`src/hw/rtl/rlwq_pkg.sv`:
```
// ----------------------------------------------------------------------------
// rlwq_pkg
// Shared types and defaults for the recursive lock with its queue of waiters.
// ----------------------------------------------------------------------------
package rlwq_pkg;

  localparam int DEF_MAX_THREADS = 16;
  localparam int DEF_MAX_NEST    = 255;

  localparam int TID_W    = 4;
  localparam int STATUS_W = 4;
  localparam int NEST_O_W = 8;
  localparam int QLEN_W   = 5;

  typedef enum logic {
    OP_ACQUIRE = 1'b0,
    OP_RELEASE = 1'b1
  } op_t;

  typedef enum logic [STATUS_W-1:0] {
    ST_GRANTED         = 4'd0,
    ST_NESTED_GRANT    = 4'd1,
    ST_QUEUED          = 4'd2,
    ST_NESTED_RELEASE  = 4'd3,
    ST_FREED           = 4'd4,
    ST_HANDED_OFF      = 4'd5,
    ST_NOT_HOLDER      = 4'd6,
    ST_ALREADY_WAITING = 4'd7,
    ST_NEST_SATURATED  = 4'd8
  } status_t;

  typedef struct packed {
    op_t              opcode;
    logic [TID_W-1:0] thread_id;
  } req_t;

  typedef struct packed {
    status_t             status;
    logic                woken_valid;
    logic [TID_W-1:0]    woken_thread;
    logic [NEST_O_W-1:0] nest_count;
    logic [QLEN_W-1:0]   queue_length;
  } rsp_t;

endpackage

```
`src/hw/rtl/rlwq_core.sv`:
```
// ----------------------------------------------------------------------------
// rlwq_core
// Lock state, waiter fifo and waiting bitmap; resolves one request a cycle while accept is high.
// ----------------------------------------------------------------------------
module rlwq_core #(
  parameter int MAX_THREADS = rlwq_pkg::DEF_MAX_THREADS,
  parameter int MAX_NEST    = rlwq_pkg::DEF_MAX_NEST
) (
  input  logic           clk,
  input  logic           rst,
  input  logic           accept,
  input  rlwq_pkg::req_t req,
  output rlwq_pkg::rsp_t rsp
);

  localparam int IDX_W  = (MAX_THREADS > 2) ? $clog2(MAX_THREADS) : 1;
  localparam int CNT_W  = $clog2(MAX_THREADS + 1);
  localparam int SUM_W  = IDX_W + 1;
  localparam int NEST_W = (MAX_NEST > 1) ? $clog2(MAX_NEST + 1) : 1;
  localparam int TID_W  = rlwq_pkg::TID_W;

  logic                   held, held_next;
  logic [TID_W-1:0]       owner, owner_next;
  logic [NEST_W-1:0]      nesting, nesting_next;
  logic [IDX_W-1:0]       head, head_next;
  logic [CNT_W-1:0]       count, count_next;
  logic [MAX_THREADS-1:0] waiting_map;
  logic [TID_W-1:0]       wait_fifo [MAX_THREADS];
  logic [TID_W-1:0]       head_entry;

  logic                   tid_ok;
  logic                   is_owner;
  logic [IDX_W-1:0]       tid_idx;
  logic [IDX_W-1:0]       woke_idx;
  logic [SUM_W-1:0]       tail_sum;
  logic [IDX_W-1:0]       tail;
  logic [IDX_W-1:0]       head_inc;
  logic                   wr_en;
  logic                   set_wait;
  logic                   clr_wait;
  rlwq_pkg::status_t      status;
  logic                   woken_valid;
  logic [TID_W-1:0]       woken_thread;

  assign tid_ok   = 32'(req.thread_id) < MAX_THREADS;
  assign is_owner = held && (owner == req.thread_id);
  assign tid_idx  = IDX_W'(req.thread_id);
  assign woke_idx = IDX_W'(head_entry);

  // tail = head + count, wrapped at the fifo depth
  assign tail_sum = SUM_W'(head) + SUM_W'(count);
  assign tail     = (32'(tail_sum) >= MAX_THREADS) ?
                    IDX_W'(tail_sum - SUM_W'(MAX_THREADS)) : IDX_W'(tail_sum);
  assign head_inc = (32'(head) == MAX_THREADS - 1) ? '0 : head + 1'b1;

  always_comb begin
    held_next    = held;
    owner_next   = owner;
    nesting_next = nesting;
    head_next    = head;
    count_next   = count;
    wr_en        = 1'b0;
    set_wait     = 1'b0;
    clr_wait     = 1'b0;
    woken_valid  = 1'b0;
    woken_thread = '0;
    status       = rlwq_pkg::ST_NOT_HOLDER;
    if (tid_ok) begin
      unique case (req.opcode)
        rlwq_pkg::OP_ACQUIRE: begin
          if (is_owner) begin
            if (32'(nesting) >= MAX_NEST) begin
              status = rlwq_pkg::ST_NEST_SATURATED;
            end else begin
              nesting_next = nesting + 1'b1;
              status       = rlwq_pkg::ST_NESTED_GRANT;
            end
          end else if (!held) begin
            held_next    = 1'b1;
            owner_next   = req.thread_id;
            nesting_next = NEST_W'(1);
            status       = rlwq_pkg::ST_GRANTED;
          end else if (waiting_map[tid_idx] || 32'(count) >= MAX_THREADS) begin
            status = rlwq_pkg::ST_ALREADY_WAITING;
          end else begin
            wr_en      = 1'b1;
            set_wait   = 1'b1;
            count_next = count + 1'b1;
            status     = rlwq_pkg::ST_QUEUED;
          end
        end
        rlwq_pkg::OP_RELEASE: begin
          if (!is_owner) begin
            status = rlwq_pkg::ST_NOT_HOLDER;
          end else if (32'(nesting) > 1) begin
            nesting_next = nesting - 1'b1;
            status       = rlwq_pkg::ST_NESTED_RELEASE;
          end else if (count != '0) begin
            head_next    = head_inc;
            count_next   = count - 1'b1;
            clr_wait     = 1'b1;
            owner_next   = head_entry;
            nesting_next = NEST_W'(1);
            woken_valid  = 1'b1;
            woken_thread = head_entry;
            status       = rlwq_pkg::ST_HANDED_OFF;
          end else begin
            held_next    = 1'b0;
            owner_next   = '0;
            nesting_next = '0;
            status       = rlwq_pkg::ST_FREED;
          end
        end
        default: status = rlwq_pkg::ST_NOT_HOLDER;
      endcase
    end
  end

  always_comb begin
    rsp.status       = status;
    rsp.woken_valid  = woken_valid;
    rsp.woken_thread = woken_thread;
    rsp.nest_count   = held_next ? rlwq_pkg::NEST_O_W'(nesting_next) : '0;
    rsp.queue_length = rlwq_pkg::QLEN_W'(count_next);
  end

  always_ff @(posedge clk) begin
    if (rst) begin
      held        <= 1'b0;
      owner       <= '0;
      nesting     <= '0;
      head        <= '0;
      count       <= '0;
      waiting_map <= '0;
    end else if (accept) begin
      held    <= held_next;
      owner   <= owner_next;
      nesting <= nesting_next;
      head    <= head_next;
      count   <= count_next;
      if (set_wait) begin
        waiting_map[tid_idx] <= 1'b1;
      end
      if (clr_wait) begin
        waiting_map[woke_idx] <= 1'b0;
      end
    end
  end

  // waiter fifo; head_entry always holds the entry at the head for next cycle
  always_ff @(posedge clk) begin
    if (accept && wr_en) begin
      wait_fifo[tail] <= req.thread_id;
    end
    if (accept && wr_en && (tail == head_next)) begin
      head_entry <= req.thread_id;
    end else begin
      head_entry <= wait_fifo[accept ? head_next : head];
    end
  end

endmodule

```
`src/hw/rtl/recursive_lock_with_wait_queue.sv`:
```
// ----------------------------------------------------------------------------
// recursive_lock_with_wait_queue
// Reentrant lock arbiter with a first-in first-out queue of waiting threads.
// ----------------------------------------------------------------------------
// Takes one acquire or release item per cycle while req_stall is low and
// returns one result item for each, in order, from the registered output. The
// request is resolved in a single pass against the lock registers, the waiting
// bitmap and a prefetched copy of the fifo head, so a new item can enter every
// cycle that req_stall is low. A registered output and a one-deep skid stage
// let the block take an item while a result is stalled; req_stall rises only
// when both hold a result. State is cleared by reset; the waiter fifo needs no
// clearing since only queued entries are ever read.
module recursive_lock_with_wait_queue #(
  parameter int MAX_THREADS = rlwq_pkg::DEF_MAX_THREADS,
  parameter int MAX_NEST    = rlwq_pkg::DEF_MAX_NEST
) (
  input  logic           clk,
  input  logic           rst,
  input  logic           req_valid,
  output logic           req_stall,
  input  rlwq_pkg::req_t req,
  output logic           rsp_valid,
  input  logic           rsp_stall,
  output rlwq_pkg::rsp_t rsp
);

  logic           accept;
  logic           taken;
  logic           skid_valid;
  rlwq_pkg::rsp_t skid;
  rlwq_pkg::rsp_t result;

  assign req_stall = skid_valid;
  assign accept    = req_valid && !skid_valid;
  assign taken     = rsp_valid && !rsp_stall;

  rlwq_core #(
    .MAX_THREADS(MAX_THREADS),
    .MAX_NEST   (MAX_NEST)
  ) u_core (
    .clk   (clk),
    .rst   (rst),
    .accept(accept),
    .req   (req),
    .rsp   (result)
  );

  always_ff @(posedge clk) begin
    if (rst) begin
      rsp_valid  <= 1'b0;
      skid_valid <= 1'b0;
    end else if (taken) begin
      if (skid_valid) begin
        rsp        <= skid;
        skid_valid <= 1'b0;
      end else if (accept) begin
        rsp <= result;
      end else begin
        rsp_valid <= 1'b0;
      end
    end else if (rsp_valid) begin
      // output stalled: park the new item in the skid stage
      if (accept) begin
        skid       <= result;
        skid_valid <= 1'b1;
      end
    end else if (accept) begin
      rsp       <= result;
      rsp_valid <= 1'b1;
    end
  end

endmodule

```
`config.mk`:
```
export PLATFORM = sky130hd
export DESIGN_NAME = recursive_lock_with_wait_queue
export DESIGN_NICKNAME = d
export VERILOG_FILES = /design/src/hw/rtl/rlwq_pkg.sv /design/src/hw/rtl/rlwq_core.sv /design/src/hw/rtl/recursive_lock_with_wait_queue.sv
export SDC_FILE = /design/constraint.sdc
export NUM_CORES = 1
export LEC_CHECK = 0
export BUFFER_PORTS_ARGS = -buffer_cell sky130_fd_sc_hd__buf_2
export CAP_MARGIN = 20
export CORE_MARGIN = 10
export CORE_UTILIZATION = 40
export CTS_CLUSTER_DIAMETER = 40
export DETAILED_ROUTE_END_ITERATION = 10
export PLACE_DENSITY = 0.63
export SYNTH_ARGS = -nofsm -noshare
export SYNTH_HDL_FRONTEND = slang
export SYNTH_SLANG_ARGS = --single-unit
```
`constraint.sdc`:
```
create_clock -name clk -period 4.5 [get_ports clk]
set_input_delay 0.225 -clock clk [delete_from_list [all_inputs] [get_ports clk]]
set_output_delay 0.225 -clock clk [all_outputs]
set_load 0.03 [all_outputs]
```
[Yosys cells after proc, flatten, opt, wreduce, memory -nomap -nowiden]
Memories as Yosys holds them, arrays and structs flattened. A register that Yosys moved wholly into a read port is not among the register bits.
Cells that the tools add are included.
Widths: inputs -> output; s select.
Operators by class
  equal/unequal tests: 9
  divide/modulo/power cells: 0
  bitwise gates (word level): 6
  shifts and indexed selects: 0
  $lt $le $gt $ge: 8
  muxes and demuxes: 73
  reduce and logical (&&, ||, !) cells: 16
  add/sub/neg operators: 7
  multiply operators: 0
Operators by type and width (number)
  $mux 22: 4
  $mux 4: 20
  $mux 16: 4
  $mux 8: 6
  $mux 5: 6
  $mux 1: 24
  $and 16x16->16: 1
  $not 16->16: 1
  $or 16x16->16: 1
  $pmux 4 s2: 2
  $pmux 8 s2: 1
  $ge 5x5->1 const B: 2
  $lt 4x5->1 const B: 2
  $ne 2x2->1 const B: 5
  $pmux 5 s2: 1
  $add 8x1->8 const B: 1
  $demux 1 s4: 2
  $ge 4x1->1 const B: 2
  $ge 8x8->1 const B: 1
  $gt 8x1->1 const B: 1
  $sub 8x1->8 const B: 1
  $logic_and 1x1->1: 6
  $reduce_and 2->1: 3
  $add 4x5->5: 1
  other kinds (17): 21
Storage, ports and cells
  latch bits: 0
  word-level logic and storage cells: 138
  output and inout bits: 24
  ROM bits: 0
  memories: 1
  bits of input ports: 9
  bits in registers: 84
  memory bits (writable): 64
Memories
  u_core.wait_fifo: words 16, width 4, read ports 1, clocked after Yosys merged registers in 1, write ports 1, RTL line rlwq_core.sv:28  | logic [TID_W-1:0] wait_fifo [MAX_THREADS];

[Logic depth before layout (Yosys ltp)]
  depth after elaboration: 12
  gate-level depth with buffers: 10
  gate-level depth less buffers: 9

[Cells and area by module]
From an unflattened synthesis, not the netlist that was laid out.
Second synthesis, totals
  cell total of the unflattened synthesis: 654
  area, all modules: 7577.3 µm²
By module, submodules not included
  rlwq_core: seq. area each 2762.6 µm², area an instance 5680.4 µm², instances 1, cells an instance 524
  recursive_lock_with_wait_queue: seq. area each 1361.3 µm², area an instance 1896.8 µm², instances 1, cells an instance 130

[Least setup slack after synthesis]
Ideal clock, no wire load.
  kind: reg2reg
  start: register skid_valid, in the netlist req_stall
  end: register skid[0] in the netlist's numbering, enable pin
  slack: 1.175 ns
  library setup time: 0.429 ns
  arrival time: 2.896 ns
  cell stages (with the launch flop): 6
  clock period less this slack: 3.325 ns
  buffers on the path: 3
  data required time: 4.071 ns
  cell sequence: dfxtp_1 > nand2b_1 > clkbuf_1 > buf_1 > buf_1 > nor3_1
On the way
  word-level cells in the longest chain between the ends: 3
Ends and longest elaborated chain
  start: declaration: RTL line recursive_lock_with_wait_queue.sv:29  | logic skid_valid;
  start signal: assignment: RTL line recursive_lock_with_wait_queue.sv:51  | skid_valid <= 1'b0;
  start signal: assignment: RTL line recursive_lock_with_wait_queue.sv:55  | skid_valid <= 1'b0;
  start signal: assignment: RTL line recursive_lock_with_wait_queue.sv:65  | skid_valid <= 1'b1;
  $logic_not 1->1: RTL line recursive_lock_with_wait_queue.sv:34  | assign accept = req_valid && !skid_valid;
  $logic_and 1x1->1: RTL line recursive_lock_with_wait_queue.sv:34
  $reduce_and 4->1 (no source line)
  end signal: assignment: RTL line recursive_lock_with_wait_queue.sv:64  | skid <= result;
  end: declaration: RTL line recursive_lock_with_wait_queue.sv:30  | rlwq_pkg::rsp_t skid;
No other way between the ends.
A chain may end at the register's enable or synchronous reset.

==> results.sh <==
export IMPL_status="finished, final reports clean"
export IMPL_synth_commonest_cells="edfxtp_1 (108), nor2_1 (82), dfxtp_1 (44)"
export IMPL_fin_area_sq_um=8473
export IMPL_netlist_instances=660
export IMPL_clock_sinks=152
export IMPL_dr_pass1_iters=5
export IMPL_synth_most_common_cell="edfxtp_1"
export IMPL_p_leak_uw=0.002886
export IMPL_drive_gt1_share_pct=17.01
export IMPL_syn_nets=679
export IMPL_yosys_warnings=0
export IMPL_wl_met1_microns=8461
export IMPL_vias=5587
export IMPL_synthFlopType="edfxtp_1"
export IMPL_gp_congestion=0.9416
export IMPL_rsz0062_at_grt="false"
export IMPL_die_area_sq_um=24750
export IMPL_max_slew_margin_rel_pct=35.49
export IMPL_synthesis_area_sq_um=7542
export IMPL_ir_worst_vdd_mv=0.2130
export IMPL_fin_nets=694
export IMPL_maxCapViolCount=0
export IMPL_maxSlewViolCount=0
export IMPL_cp_required_ns=4.68
export IMPL_placed_cell_area_sq_um=7866
export IMPL_hpwlAfterDp_microns=12760
export IMPL_rr_worst_depth=9
export IMPL_synth_seq_area_share_pct=54.68
export IMPL_synth_seq_cells=152
export IMPL_fin_ws_ns=1.529
export IMPL_crit_top_cell="inv_1"
export IMPL_die_x_microns=157.3
export IMPL_slowest_stage="or4b_1"
export IMPL_rows=50
export IMPL_tns_ns=0
export IMPL_avgRoutedWirePerCell_microns=20.27
export IMPL_cts_root_buf="clkbuf_16"
export IMPL_hold_depth=3
export IMPL_period_minus_slack_ns=2.971
export IMPL_clkTransAtPathRegs_ns=0.06
export IMPL_crit_fanout=7
export IMPL_crit_type="reg -> reg"
export IMPL_synth_edf_count=108
export IMPL_synth_area_leaders="edfxtp_1 (43%), dfxtp_1 (12%), mux4_2 (6.6%)"
export IMPL_vias_per_cell=6.060
export IMPL_hold_class="in -> reg"
export IMPL_clk_path_buf_depth=2
export IMPL_postCtsHoldBufs=0
export IMPL_powerDensity_nw_per_um2=387.3
export IMPL_skew_ns=0.01044
export IMPL_cts_tree="done"
export IMPL_max_freq_ghz=0.3366
export IMPL_yosys_area_top_type_share_pct=43.00
export IMPL_worstSetupStartpointType="flop"
export IMPL_cts_htree_levels=4
export IMPL_worst_slew_pin_slew_ns=0.9542
export IMPL_syn2layout_area_growth_pct=12.34
export IMPL_syn_avg_cell_area_sq_um=11.43
export IMPL_grt_max_degree=43
export IMPL_antenna_found_initial=0
export IMPL_grt_overflow=0
export IMPL_met2_length_microns=8684
export IMPL_path_cells="inv_1 > ha_1 > or4b_1 > and2_1 > nand3_1 > inv_1 > a31oi_1 > xnor2_1 > o21a_1"
export IMPL_synth_top_area_cell="edfxtp_1"
export IMPL_yosysUniqueCellTypes=67
export IMPL_setup_viol=0
export IMPL_fin_crit_sh_pct=66.01
export IMPL_wl_met3_microns=1278
export IMPL_cts_repair_resized=0
export IMPL_fin_util_pct=45.45
export IMPL_post_place_ws_ns=1.265
export IMPL_timing_hold_violations_final=0
export IMPL_start_util_pct=40.46
export IMPL_grt_pass1_vias=5591
export IMPL_whs_ns=0.1407
export IMPL_post_cts_buffers=0
export IMPL_cp_arrival_ns=3.15
export IMPL_antenna_left=0
export IMPL_grt_pass1_wl_microns=29890
export IMPL_clk_latency_ns=0.42
export IMPL_die_h_microns=157.3
export IMPL_async_flop_share_pct=0
export IMPL_port_buffers=32
export IMPL_max_stage_delay_ns=0.59
export IMPL_drt_iter0_drc=747
export IMPL_cts_buffers=17
export IMPL_grt_total_usage_pct=15.46
export IMPL_fp_coreArea_sq_um=18640
export IMPL_num_fill_cells=1678
export IMPL_top_layer="met4"
export IMPL_wirelength_microns=18690
export IMPL_io_pins=33
export IMPL_antenna_cells=0
export IMPL_endpoint_kind="flop"
export IMPL_drcViolationCount=0
==> worst max-delay path, delay by kind of cell, from the launching register on <==
family | cells | cell delay (ns)
and+or+nand+nor | 3 | 1.03
buffers and inverters | 2 | 0.29
adders and majority gates | 1 | 0.20
xor gates and xnor gates | 1 | 0.22
AOI/OAI and AO/OA | 2 | 0.58
DFF | 1 | 0.41
==> worst paths after layout <==
| path | to | slack (ns) | from |
|---|---|---|---|
| worst max register to register | rsp[0]$_DFFE_PP_ | 1.53 | u_core.count[1]$_SDFFE_PP0P_ |
| worst min register to register | u_core.owner[2]$_SDFFE_PP0P_ | 0.51 | u_core.owner[2]$_SDFFE_PP0P_ |
| worst max-delay path | rsp[0]$_DFFE_PP_ | 1.53 | u_core.count[1]$_SDFFE_PP0P_ |
| worst min-delay path | req_stall$_SDFFE_PP0P_ | 0.14 | req_valid |
==> through the flow <==
| stage | std cells | power, uW |
|---|---|---|
| 3_5_place_dp | 889 | 1923 |
| 6_report | 922 | 3282 |
| 5_1_grt | 922 | 3397 |
| 2_1_floorplan | 660 | 1827 |
| 3_3_place_gp | 889 | 1917 |
| 4_1_cts | 921 | 3303 |
==> registers in the layout, summed over array words and instances, names as in the netlist, named ones only <==
register and count:
u_core.wait_fifo 64, rsp 22, skid 22, u_core.waiting_map 16, u_core.nesting 8, u_core.count 5
u_core.head 4, u_core.owner 4, req_stall 1, rsp_valid 1, u_core.held 1
==> layout by cell type (no fill, tap or decap), types with 4 or more instances in the layout <==
master,instances
xnor2_1,7
buf_2,32
nor2_1,82
nand3_1,13
clkbuf_16,17
mux2i_1,6
nand2b_1,12
mux2_2,4
o31ai_1,5
clkinv_4,4
or2_2,4
ha_1,9
a211oi_1,21
xor2_1,7
and2_1,8
o22ai_1,15
o21a_1,13
inv_1,18
a21oi_1,24
dfxtp_1,44
a31oi_1,17
nand4_1,8
buf_4,9
o22a_1,4
and3_1,7
nand2_1,31
o21ai_0,11
mux4_2,22
nor2b_1,8
edfxtp_1,108
nor3_1,28
or3_1,13
nor4_1,6
==> kinds of logic after synthesis <==
group	after synthesis	synth area share, %
AO/OA/AOI/OAI	149	13.99
XOR/XNOR	15	1.841
adder cells (fa/ha/maj)	10	1.758
buffers and inverters	64	3.650
flip-flops	152	54.68
multiplexers	32	7.963
AND/OR/NAND/NOR	238	16.12
==> where the power goes <==
part | switching [uW] | internal, uW
sequential | 32.4 | 1540
clock | 594 | 792
combinational | 226 | 101
total | 852 | 2430
==> layer usage <==
layer	track usage [%]	vias up
met5	0	-
met4	6.278	0
met3	3.603	24
met2	23.66	211
met1	20.68	2786
li1	-	2566
==> layout make-up <==
| type | instances | area, sq um | area share [%] |
|---|---|---|---|
| Inverter | 18 | 67.56 | 0.7974 |
| Sequential cell | 152 | 4124 | 48.67 |
| Clock buffer | 19 | 442.9 | 5.227 |
| Tap cell | 234 | 292.8 | 3.455 |
| Clock inverter | 13 | 136.4 | 1.610 |
| Timing Repair Buffer | 42 | 255.2 | 3.012 |
| Multi-Input combinational cell | 444 | 3154 | 37.23 |
Note: power is estimated with default switching activity, not from simulation.
